==> src/rtl/core/u2u8_pkg.sv <==
`default_nettype none
// ----------------------------------------------------------------------------
// u2u8_pkg
// Shared types, constants, surrogate tests and UTF-8 byte functions of the
// UTF-16 to UTF-8 transcoder.
// ----------------------------------------------------------------------------
package u2u8_pkg;

	localparam logic [15:0] HIGH_MIN    = 16'hD800;
	localparam logic [15:0] HIGH_MAX    = 16'hDBFF;
	localparam logic [15:0] LOW_MIN     = 16'hDC00;
	localparam logic [15:0] LOW_MAX     = 16'hDFFF;
	localparam logic [15:0] REPLACEMENT = 16'hFFFD;
	localparam logic [20:0] SUPP_BASE   = 21'h10000;
	localparam int          PAIR_SHIFT  = 10;

	localparam int CP_W = 21;

	// utf8 sequence length minus one
	typedef enum logic [1:0] {
		LEN_1 = 2'd0,
		LEN_2 = 2'd1,
		LEN_3 = 2'd2,
		LEN_4 = 2'd3
	} utf8_len_t;

	typedef struct packed {
		logic [15:0] utf16_unit;
		logic        end_of_string;
	} in_item_t;

	typedef struct packed {
		logic [7:0] utf8_byte;
		logic       last_of_run;
		logic       string_done;
	} out_item_t;

	// Work for the byte encoder: an optional lone surrogate that was held,
	// then an optional code point of the current unit.
	typedef struct packed {
		logic              eos;
		logic              first_v;
		logic [15:0]       first_cp;
		logic              second_v;
		logic [CP_W-1:0]   second_cp;
	} job_t;

	function automatic logic is_high(input logic [15:0] u);
		return (u >= HIGH_MIN) && (u <= HIGH_MAX);
	endfunction

	function automatic logic is_low(input logic [15:0] u);
		return (u >= LOW_MIN) && (u <= LOW_MAX);
	endfunction

	function automatic utf8_len_t utf8_len(input logic [CP_W-1:0] cp);
		utf8_len_t len;
		if (cp < 21'h80) begin
			len = LEN_1;
		end else if (cp < 21'h800) begin
			len = LEN_2;
		end else if (cp < SUPP_BASE) begin
			len = LEN_3;
		end else begin
			len = LEN_4;
		end
		return len;
	endfunction

	function automatic logic [7:0] utf8_byte_at(input logic [CP_W-1:0] cp,
			input utf8_len_t len, input logic [1:0] idx);
		logic [7:0] b;
		b = 8'h00;
		unique case (len)
			LEN_1: b = {1'b0, cp[6:0]};
			LEN_2: begin
				if (idx == 2'd0) b = {3'b110, cp[10:6]};
				else             b = {2'b10, cp[5:0]};
			end
			LEN_3: begin
				unique case (idx)
					2'd0:    b = {4'b1110, cp[15:12]};
					2'd1:    b = {2'b10, cp[11:6]};
					default: b = {2'b10, cp[5:0]};
				endcase
			end
			LEN_4: begin
				unique case (idx)
					2'd0: b = {5'b11110, cp[20:18]};
					2'd1: b = {2'b10, cp[17:12]};
					2'd2: b = {2'b10, cp[11:6]};
					2'd3: b = {2'b10, cp[5:0]};
				endcase
			end
			default: b = 8'h00;
		endcase
		return b;
	endfunction

endpackage
`default_nettype wire

==> src/rtl/core/utf16_to_utf8_transcoder.sv <==
`default_nettype none
// Takes UTF-16 code units at up to one per cycle and delivers UTF-8 bytes at one
// per cycle while jobs are queued and the result is popped. An item yields no
// byte for a held high surrogate, 1 to 4 bytes for one code point and up to 6
// when a held surrogate is flushed as lone before the new unit; the back end has
// a single byte encoder. The front end takes a new request every cycle while the
// job queue (JOB_DEPTH entries) has room, and the first byte of a request passes
// the job queue and then the output register before it is on the result ports.
// allow_invalid is read when a unit is accepted.
// ----------------------------------------------------------------------------
// utf16_to_utf8_transcoder
// UTF-16 code units in, UTF-8 bytes out, with surrogate pairing and
// optional replacement of lone surrogates.
// ----------------------------------------------------------------------------
module utf16_to_utf8_transcoder import u2u8_pkg::*; #(
	parameter int JOB_DEPTH = 4
) (
	input  wire logic      clk,
	input  wire logic      arst_n,
	input  wire logic      cfg_wen,
	input  wire logic      cfg_wdata,
	input  wire logic      push,
	output logic           full,
	input  wire in_item_t  in_data,
	output logic           empty,
	input  wire logic      pop,
	output out_item_t      out_data
);

	logic allow_invalid_q;
	logic job_push;
	job_t job_in;
	logic job_full;
	job_t job_head;
	logic job_empty;
	logic job_pop;

	always_ff @(posedge clk or negedge arst_n) begin
		if (!arst_n) begin
			allow_invalid_q <= 1'b0;
		end else if (cfg_wen) begin
			allow_invalid_q <= cfg_wdata;
		end
	end

	u2u8_front u_front (
		.clk           (clk),
		.arst_n        (arst_n),
		.allow_invalid (allow_invalid_q),
		.push          (push),
		.full          (full),
		.in_data       (in_data),
		.job_full      (job_full),
		.job_push      (job_push),
		.job           (job_in)
	);

	u2u8_jobq #(
		.DEPTH (JOB_DEPTH)
	) u_jobq (
		.clk    (clk),
		.arst_n (arst_n),
		.wr_en  (job_push),
		.wr_job (job_in),
		.full   (job_full),
		.rd_en  (job_pop),
		.rd_job (job_head),
		.empty  (job_empty)
	);

	u2u8_back u_back (
		.clk       (clk),
		.arst_n    (arst_n),
		.job       (job_head),
		.job_empty (job_empty),
		.job_pop   (job_pop),
		.pop       (pop),
		.empty     (empty),
		.out_data  (out_data)
	);

endmodule
`default_nettype wire

==> src/rtl/core/u2u8_front.sv <==
`default_nettype none
// ----------------------------------------------------------------------------
// u2u8_front
// Accepts code units, pairs surrogates and turns each request, but a held high
// surrogate, into a job of at most two code points for the byte encoder.
// ----------------------------------------------------------------------------
module u2u8_front import u2u8_pkg::*; (
	input  wire logic     clk,
	input  wire logic     arst_n,
	input  wire logic     allow_invalid,
	input  wire logic     push,
	output logic          full,
	input  wire in_item_t in_data,
	input  wire logic     job_full,
	output logic          job_push,
	output job_t          job
);

	logic        pend_v_q;
	logic [15:0] pend_q;
	logic        pend_v_d;
	logic [15:0] pend_d;
	logic        accept;
	logic [15:0] cu;
	logic        eos;

	assign full   = job_full;
	assign accept = push & ~job_full;
	assign cu     = in_data.utf16_unit;
	assign eos    = in_data.end_of_string;

	always_comb begin
		job          = '0;
		job.eos      = eos;
		pend_v_d     = 1'b0;
		pend_d       = 16'h0000;
		if (pend_v_q && is_low(cu)) begin
			job.second_v  = 1'b1;
			job.second_cp = SUPP_BASE + {1'b0, pend_q[PAIR_SHIFT-1:0], cu[PAIR_SHIFT-1:0]};
		end else begin
			// flush a held high surrogate as a lone one first
			job.first_v  = pend_v_q;
			job.first_cp = allow_invalid ? pend_q : REPLACEMENT;
			if (is_high(cu) && !eos) begin
				pend_v_d = 1'b1;
				pend_d   = cu;
			end else if (is_high(cu) || is_low(cu)) begin
				job.second_v  = 1'b1;
				job.second_cp = {5'b0, (allow_invalid ? cu : REPLACEMENT)};
			end else begin
				job.second_v  = 1'b1;
				job.second_cp = {5'b0, cu};
			end
		end
	end

	assign job_push = accept & (job.first_v | job.second_v);

	always_ff @(posedge clk or negedge arst_n) begin
		if (!arst_n) begin
			pend_v_q <= 1'b0;
			pend_q   <= 16'h0000;
		end else if (accept) begin
			pend_v_q <= pend_v_d;
			pend_q   <= pend_d;
		end
	end

endmodule
`default_nettype wire

==> src/rtl/core/u2u8_jobq.sv <==
`default_nettype none
// ----------------------------------------------------------------------------
// u2u8_jobq
// Small register queue of jobs between the front and the byte encoder.
// ----------------------------------------------------------------------------
module u2u8_jobq import u2u8_pkg::*; #(
	parameter int DEPTH = 4
) (
	input  wire logic clk,
	input  wire logic arst_n,
	input  wire logic wr_en,
	input  wire job_t wr_job,
	output logic      full,
	input  wire logic rd_en,
	output job_t      rd_job,
	output logic      empty
);

	localparam int PTR_W = $clog2(DEPTH);
	localparam int CNT_W = $clog2(DEPTH + 1);

	job_t             slot_q [DEPTH];
	logic [PTR_W-1:0] wr_ptr_q;
	logic [PTR_W-1:0] rd_ptr_q;
	logic [CNT_W-1:0] cnt_q;
	logic             do_wr;
	logic             do_rd;

	assign full   = (cnt_q == CNT_W'(DEPTH));
	assign empty  = (cnt_q == '0);
	assign do_wr  = wr_en & ~full;
	assign do_rd  = rd_en & ~empty;
	assign rd_job = slot_q[rd_ptr_q];

	function automatic logic [PTR_W-1:0] ptr_next(input logic [PTR_W-1:0] p);
		return (p == PTR_W'(DEPTH - 1)) ? '0 : p + 1'b1;
	endfunction

	always_ff @(posedge clk) begin
		if (do_wr) begin
			slot_q[wr_ptr_q] <= wr_job;
		end
	end

	always_ff @(posedge clk or negedge arst_n) begin
		if (!arst_n) begin
			wr_ptr_q <= '0;
			rd_ptr_q <= '0;
			cnt_q    <= '0;
		end else begin
			if (do_wr) wr_ptr_q <= ptr_next(wr_ptr_q);
			if (do_rd) rd_ptr_q <= ptr_next(rd_ptr_q);
			if (do_wr && !do_rd) begin
				cnt_q <= cnt_q + 1'b1;
			end else if (do_rd && !do_wr) begin
				cnt_q <= cnt_q - 1'b1;
			end
		end
	end

endmodule
`default_nettype wire

==> src/rtl/core/u2u8_back.sv <==
`default_nettype none
// ----------------------------------------------------------------------------
// u2u8_back
// Byte encoder: walks the code points of the head job and emits one UTF-8
// byte per cycle into the output register while that register is free or popped.
// ----------------------------------------------------------------------------
module u2u8_back import u2u8_pkg::*; (
	input  wire logic clk,
	input  wire logic arst_n,
	input  wire job_t job,
	input  wire logic job_empty,
	output logic      job_pop,
	input  wire logic pop,
	output logic      empty,
	output out_item_t out_data
);

	logic            out_v_q;
	out_item_t       out_q;
	logic            phase_q;
	logic [1:0]      idx_q;
	logic            cur_first;
	logic [CP_W-1:0] cp;
	utf8_len_t       len;
	logic            byte_last;
	logic            cp_last;
	logic            step;

	assign empty    = ~out_v_q;
	assign out_data = out_q;

	assign cur_first = job.first_v & ~phase_q;
	assign cp        = cur_first ? {5'b0, job.first_cp} : job.second_cp;
	assign len       = utf8_len(cp);
	assign byte_last = (idx_q == 2'(len));
	assign cp_last   = ~(cur_first & job.second_v);
	assign step      = ~job_empty & (~out_v_q | pop);
	assign job_pop   = step & byte_last & cp_last;

	always_ff @(posedge clk) begin
		if (step) begin
			out_q.utf8_byte   <= utf8_byte_at(cp, len, idx_q);
			out_q.last_of_run <= byte_last & cp_last;
			out_q.string_done <= byte_last & cp_last & job.eos;
		end
	end

	always_ff @(posedge clk or negedge arst_n) begin
		if (!arst_n) begin
			out_v_q <= 1'b0;
			phase_q <= 1'b0;
			idx_q   <= 2'd0;
		end else begin
			if (step) begin
				out_v_q <= 1'b1;
			end else if (pop) begin
				out_v_q <= 1'b0;
			end
			if (step) begin
				if (byte_last) begin
					idx_q   <= 2'd0;
					// advance to the second code point or drop the job
					phase_q <= ~cp_last;
				end else begin
					idx_q <= idx_q + 2'd1;
				end
			end
		end
	end

endmodule
`default_nettype wire

==> config.mk <==
export PLATFORM = sky130hd
export DESIGN_NAME = utf16_to_utf8_transcoder
export DESIGN_NICKNAME = d
export VERILOG_FILES = /design/src/rtl/core/u2u8_pkg.sv /design/src/rtl/core/utf16_to_utf8_transcoder.sv /design/src/rtl/core/u2u8_front.sv /design/src/rtl/core/u2u8_jobq.sv /design/src/rtl/core/u2u8_back.sv
export SDC_FILE = /design/constraint.sdc
export NUM_CORES = 1
export LEC_CHECK = 0
export BUFFER_PORTS_ARGS = -buffer_cell sky130_fd_sc_hd__clkbuf_2
export CORE_MARGIN = 3
export CORE_UTILIZATION = 45
export DETAILED_ROUTE_END_ITERATION = 16
export GPL_TIMING_DRIVEN = 0
export PLACE_DENSITY = 0.72
export SETUP_SLACK_MARGIN = 0.2
export SYNTH_ARGS = -nofsm -noshare
export SYNTH_HDL_FRONTEND = slang
export SYNTH_SLANG_ARGS = --single-unit
==> constraint.sdc <==
create_clock -name clk -period 12.08 [get_ports clk]
set_input_delay 2.416 -clock clk [delete_from_list [all_inputs] [get_ports clk]]
set_output_delay 2.416 -clock clk [all_outputs]
set_load 0.02 [all_outputs]
==> results.py, run 1 <==
metrics = {
    "clock_tree": {
        "cts_made_buffers": 17,
        "clk_pin_slew_worst_paths_ns": 0.06,
        "root_buffer": "clkbuf_16",
        "clk_latency_ns": 0.44,
        "holdBufCountCts": 0,
        "postCtsSetupBuffers": 0,
        "htreeDepth": 4,
        "tritoncts": "done",
        "clock-sinks": 199,
        "cts_max_path_buffers": 2,
        "cts.repair.resized": 0,
    },
    "pwr": {
        "power.leakage_nw": 3.491,
        "ir_drop_uv": 127.4,
        "swShare": 0.3530,
        "power_frac_seq": 0.392,
        "p_comb_frac": 0.385,
        "power_density_mw_per_mm2": 252.6,
        "p_switching_w": 0.0008646,
        "internal_power_w": 0.001584,
        "power_frac_clock": 0.223,
    },
    "timing": {
        "skew_ns": 0.01089,
        "timing.fmax_mhz": 202.5,
        "slew_violations": 0,
        "finalCritPeriodShare": 0.4089,
        "finalHoldViolCount": 0,
        "period_minus_slack_ns": 4.939,
        "tightestPinTransition_ns": 1.321,
        "relSlewSlack": 0.1126,
        "rsz0062_at_grt": "no",
        "finalSetupViolCount": 0,
        "setup_tns_ns": 0,
    },
    "global_route": {
        "grt_pass1_vias": 5127,
        "grtUsageTotal": 0.1920,
        "grt_pass1_wl_um": 29360,
        "grt_busiest_layer": "met2",
        "grtUsageMet3": 0.04233,
        "grt_use_met2": 0.3089,
        "overflow": 0,
        "use_met1": 0.2628,
        "grt_start_max_net_pins": 30,
        "antenna_found_initial": 0,
    },
    "critical_path": {
        "critPathKind": "register to register",
        "regToRegStartpoint": "u_jobq.rd_ptr_q[1]",
        "r2r_slack_ns": 7.14,
        "critPathRequiredTime_ns": 12.43,
        "r2r_cells": 15,
        "crit_fanout": 10,
        "startpoint_type": "register",
        "critPathArrivalTime_ns": 5.29,
        "worstReg2RegEnd": "u_jobq.cnt_q[2]",
        "end_kind": "register",
    },
    "logic_synthesis": {
        "yosysMostFrequentCell": "edfxtp_1",
        "synth_largest_area_cell": "edfxtp_1",
        "synth_area_leaders": "edfxtp_1 59%, mux4_2 9.2%, dfrtp_1 8.4%, mux2i_1 2.2%, nor2_1 2.1%",
        "netlist_instances": 565,
        "synthArstFlopShare": 0.1457,
        "netlist_area_sq_mm": 0.008589,
        "yosysWarnings": 0,
        "synth_edf_count": 170,
        "synth_top_area_frac": 0.5943,
        "synth-seq-area-share": 0.6788,
        "syn-num-nets": 601,
        "synthDistinctLibCells": 57,
        "synth_flop_cell": "edfxtp_1",
        "syn_avg_cell_area_sq_um": 15.20,
        "synthTopCellsByCount": "170 x edfxtp_1, 49 x nor2_1, 40 x nand2_1, 35 x mux4_2",
        "synth-seq-cells": 199,
    },
    "die": {
        "io_pins": 35,
        "core_area_sq_mm": 0.01833,
        "start_util": 0.4686,
        "die-area_sq_mm": 0.02078,
        "chipHeight_um": 144.2,
        "std_cell_rows": 49,
        "die_x_um": 144.2,
    },
    "hold_path": {
        "worstHoldPathType": "register to register",
        "holdPathStages": 1,
        "min_to": "u_front.pend_q[14]",
        "hold_start": "u_front.pend_q[14]",
    },
    "finish": {
        "diodes": 0,
        "finalNonFillerCells": 864,
        "postLayoutCoreUtil": 0.5288,
        "nNetsFinal": 658,
        "multiInputGateArea_sq_mm": 0.002539,
        "ff_latch_area_sq_mm": 0.005831,
        "area_growth_pct": 12.85,
        "fill_cells": 1426,
        "drive_gt1_frac": 0.1984,
    },
    "outcome": {
        "status": "completed",
    },
    "job": {
        "cap_violations": 0,
    },
    "placed_design": {
        "routabilityCongestion": 0.9044,
        "port_buffers": 34,
        "dp_hpwl_um": 13390,
        "place_inst": 832,
    },
    "drt": {
        "via_per_inst": 5.903,
        "wl_per_cell_um": 21.84,
        "wirelength_um": 18870,
        "drtIter0Drc": 591,
        "drt_first_pass_iters": 5,
        "vias": 5100,
        "drtAntennaViolNets": 0,
        "drc": 0,
    },
}
==> flip-flops by register name, indices dropped and copies added, names as in the netlist <==
register / count
allow_invalid_q: 1
u_back.idx_q: 2
u_back.out_data: 10
u_back.out_v_q: 1
u_back.phase_q: 1
u_front.pend_q: 16
u_front.pend_v_q: 1
u_jobq.cnt_q: 3
u_jobq.rd_ptr_q: 2
u_jobq.slot_q: 160
u_jobq.wr_ptr_q: 2
==> stage by stage <==
step	total power, W	hold slack (ns)	worst slack, ns	cell area [sq um]
3_3_place_gp	0.001882	0.4594	6.322	9046
5_1_grt	0.002578	0.4984	6.820	9693
3_5_place_dp	0.001924	0.4700	7.062	9131
6_report	0.002449	0.4797	7.141	9693
4_1_cts	0.002465	0.4846	7.058	9693
2_1_floorplan	0.001626	0.4498	7.466	8589
==> cells by family after synthesis <==
logic type / Yosys count / synth area share
AOI/OAI and AO/OA: 97 / 0.07240
buffers and inverters: 55 / 0.02622
muxes: 59 / 0.1213
DFF: 199 / 0.6788
and+or+nand+nor: 137 / 0.07633
xor gates and xnor gates: 5 / 0.005099
adders and majority gates: 13 / 0.01981
==> layer usage <==
metal	up-vias	wire length, um
met5	-	0
met4	0	393
met3	34	1224
met2	225	9324
met1	2564	7929
li1	2277	-
==> worst max-delay path by stage <==
stage,from,end,slack (ns),cells after the start
3_5_place_dp,u_jobq.rd_ptr_q[0],u_jobq.cnt_q[2],7.06,16
4_1_cts,u_jobq.rd_ptr_q[1],u_jobq.cnt_q[2],7.06,15
6_report,u_jobq.rd_ptr_q[1],u_jobq.cnt_q[2],7.14,15
3_3_place_gp,in_data[15],u_jobq.slot_q[2][25],6.32,8
5_1_grt,u_jobq.rd_ptr_q[1],u_jobq.cnt_q[2],6.82,15
2_1_floorplan,in_data[15],u_jobq.slot_q[3][0],7.47,7
==> power by group through the flow <==
stage / clock, W / sequential, W / combinational [W]
finish: 0.000546 / 0.000960 / 0.000943
global route: 0.000581 / 0.000971 / 0.00103
CTS: 0.000553 / 0.000962 / 0.000950
detailed placement: 0 / 0.000976 / 0.000948
global placement: 0 / 0.000974 / 0.000908
floorplan: 0 / 0.000984 / 0.000641
==> worst max-delay path, stage by stage (launching register included) <==
cell     delay, ns
dfrtp_1       0.50
buf_2         0.34
buf_2         0.35
buf_2         0.42
mux4_2        0.36
mux2i_1       0.43
nand4_1       0.42
and4_1        0.35
nor3_2        0.31
or3_4         0.22
ha_1          0.18
inv_1         0.07
fa_1          0.43
xor2_1        0.17
nor2_1        0.13
xor2_1        0.18
==> placed cells by master, fill, tap and decap left out, drive strengths merged, types with 9 or more instances in the layout <==
cell      n
dfrtp    29
nor3     11
edfxtp  170
ha       12
nand3    12
mux2i    19
buf      13
inv      32
clkinv    9
nor2     49
o21ai    27
clkbuf   68
nand2    40
mux4     35
a21oi    27
==> layout make-up <==
class	count	share of cell area
inverter	31	0.01200
sequential	199	0.6015
multi-input combinational	311	0.2619
clock inverter	13	0.01330
tap	229	0.02956
clock buffer	19	0.04466
buffer	24	0.01123
timing repair buffer	38	0.02582
Note: power is estimated with default switching activity, not from simulation.
==> run 2: changes to the inputs <==
==> constraint.sdc (replaced) <==
create_clock -name clk -period 4.8 [get_ports clk]
set_input_delay 0.96 -clock clk [delete_from_list [all_inputs] [get_ports clk]]
set_output_delay 0.96 -clock clk [all_outputs]
set_load 0.02 [all_outputs]
==> run 2 against run 1 <==
  * Design area grew 0.77%
  * Power rose to 2.6 times the previous value
  * Fmax grew 15%
  * Sequential share of layout area down 0.46 points
  * Register-to-register slack got worse by 6.6 ns
  * Via count increased by 0.59%
  * Flip-flop and latch count unchanged
  * Sequential power increased to 2.5 times the previous value
  * Worst hold slack better by 0.0036 ns
  * Combinational power grew to 2.6 times the previous value
  * Critical endpoint is now u_jobq.cnt_q[1]
  * Highest routed layer unchanged
==> results.py, run 2 (synthesized netlist as in run 1, its figures left out) <==
metrics = {
    "outcome": {
        "status": "completed",
    },
    "timing": {
        "finalSetupViolCount": 0,
        "skew_ns": 0.01062,
        "rsz0062_at_grt": "no",
        "setup_tns_ns": 0,
        "slew_violations": 0,
        "period_minus_slack_ns": 4.308,
        "relSlewSlack": 0.1247,
        "tightestPinTransition_ns": 1.303,
        "whs_ns": 0.4833,
        "finalCritPeriodShare": 0.8974,
        "final.setup.worst_slack_ns": 0.4923,
        "finalHoldViolCount": 0,
        "timing.fmax_mhz": 232.1,
    },
    "pwr": {
        "internal_power_w": 0.004053,
        "power_frac_seq": 0.385,
        "power_frac_clock": 0.219,
        "p_comb_frac": 0.396,
        "ir_drop_uv": 354.5,
        "power_density_mw_per_mm2": 642.5,
        "p_switching_w": 0.002223,
        "power.leakage_nw": 3.503,
        "swShare": 0.3542,
    },
    "critical_path": {
        "critPathArrivalTime_ns": 4.62,
        "startpoint_type": "register",
        "critPathRequiredTime_ns": 5.11,
        "worstSetupStartpoint": "u_jobq.rd_ptr_q[0]",
        "regToRegStartpoint": "u_jobq.rd_ptr_q[0]",
        "end_kind": "register",
        "critPathKind": "register to register",
        "crit_fanout": 10,
    },
    "die": {
        "chipHeight_um": 144.2,
        "start_util": 0.4686,
        "core_area_sq_mm": 0.01833,
        "io_pins": 35,
        "die-area_sq_mm": 0.02078,
        "die_x_um": 144.2,
        "std_cell_rows": 49,
    },
    "clock_tree": {
        "clk_latency_ns": 0.44,
        "clk_pin_slew_worst_paths_ns": 0.06,
        "cts_made_buffers": 17,
        "root_buffer": "clkbuf_16",
        "clock-sinks": 199,
        "cts_max_path_buffers": 2,
        "htreeDepth": 4,
        "tritoncts": "done",
    },
    "global_route": {
        "antenna_found_initial": 0,
        "grtUsageTotal": 0.1930,
        "grt_pass1_wl_um": 29500,
        "grt_start_max_net_pins": 30,
        "overflow": 0,
        "grt_pass1_vias": 5158,
    },
    "placed_design": {
        "post-place-ws_ns": -0.2184,
        "port_buffers": 34,
        "routabilityCongestion": 0.9044,
        "dpl_cell_area_sq_mm": 0.009131,
        "dp_hpwl_um": 13390,
    },
    "hold_path": {
        "worstHoldPathType": "register to register",
        "hold_start": "u_front.pend_q[14]",
    },
    "finish": {
        "postLayoutCoreUtil": 0.5329,
        "final_cell_mix": "170 x edfxtp_1, 49 x nor2_1, 40 x nand2_1",
        "final_common_cell": "edfxtp_1",
        "nNetsFinal": 659,
        "diodes": 0,
        "top_register": "u_jobq.slot_q",
        "largest_reg_flops": 160,
        "drive_gt1_frac": 0.2044,
        "area_growth_pct": 13.72,
        "design_area_sq_mm": 0.009768,
    },
    "drt": {
        "wl_per_cell_um": 21.89,
        "drtIter0Drc": 594,
        "drtAntennaViolNets": 0,
        "vias": 5130,
        "via_per_inst": 5.931,
        "wirelength_um": 18940,
        "drc": 0,
        "drt_first_pass_iters": 6,
    },
    "job": {
        "cap_violations": 0,
    },
}
run 2: cell count changes in the layout (fill, tap and decap cells not counted), sizes merged:
cell	previous run	this run
clkbuf	68	72
buf	13	10
run 2: repair_timing:
| action | 4_1_cts | 5_1_grt |
|---|---|---|
| pin swaps | 1 | 0 |
| hold buffers | 0 | 0 |
| gates resized for setup | 4 | 10 |
| buffers inserted | 1 | 0 |
| setup endpoints to repair | 2 | 2 |
run 2: final timing paths:
check	endpoint	slack (ns)	depth (start not counted)
max	u_jobq.cnt_q[1]	0.49	15
min	u_front.pend_q[14]	0.48	1
max reg2reg	u_jobq.cnt_q[1]	0.49	15
min reg2reg	u_front.pend_q[14]	0.48	1
max in group asynchronous	u_back.out_v_q	3.65	1
min in group asynchronous	u_front.pend_q[13]	0.62	1
run 2: cell type report:
cell class	count	area, sq um
Fill cell	1422	8563
Sequential cell	199	5831
Multi-Input combinational cell	311	2590
Clock buffer	19	432.9
Tap cell	229	286.5
Timing Repair Buffer	39	257.7
Clock inverter	13	128.9
Buffer	24	125.1
Inverter	31	116.4
run 2: metrics by stage:
| stage | total power [W] | instances |
|---|---|---|
| detailed placement | 0.004842 | 832 |
| global route | 0.006599 | 865 |
| finish | 0.006276 | 865 |
| floorplan | 0.004091 | 565 |
| global placement | 0.004738 | 828 |
| CTS | 0.006236 | 865 |
run 2: metal layers:
metal,wire length [um],track usage
met1,8048,0.2620
met2,9394,0.3082
met3,1111,0.04530
met4,382,0.07020
met5,0,0
run 2: power groups by stage:
| stage | clock (W) | sequential [W] | combinational [W] |
|---|---|---|---|
| 2_1_floorplan | 0 | 0.00248 | 0.00161 |
| 3_3_place_gp | 0 | 0.00245 | 0.00229 |
| 3_5_place_dp | 0 | 0.00246 | 0.00239 |
| 4_1_cts | 0.00139 | 0.00242 | 0.00242 |
| 5_1_grt | 0.00146 | 0.00244 | 0.00269 |
| 6_report | 0.00137 | 0.00242 | 0.00249 |
run 2: worst max-delay path, cell delays in order (launching register included):
cell and delay, ns:
dfrtp_1 0.39, buf_6 0.15, buf_2 0.22, or2_2 0.38
o22ai_4 0.29, buf_6 0.26, mux2i_4 0.36, nand4_1 0.19
buf_4 0.23, nor4b_4 0.27, nor3_4 0.09, or3_4 0.37
ha_1 0.24, inv_1 0.09, fa_1 0.38, mux2_2 0.26
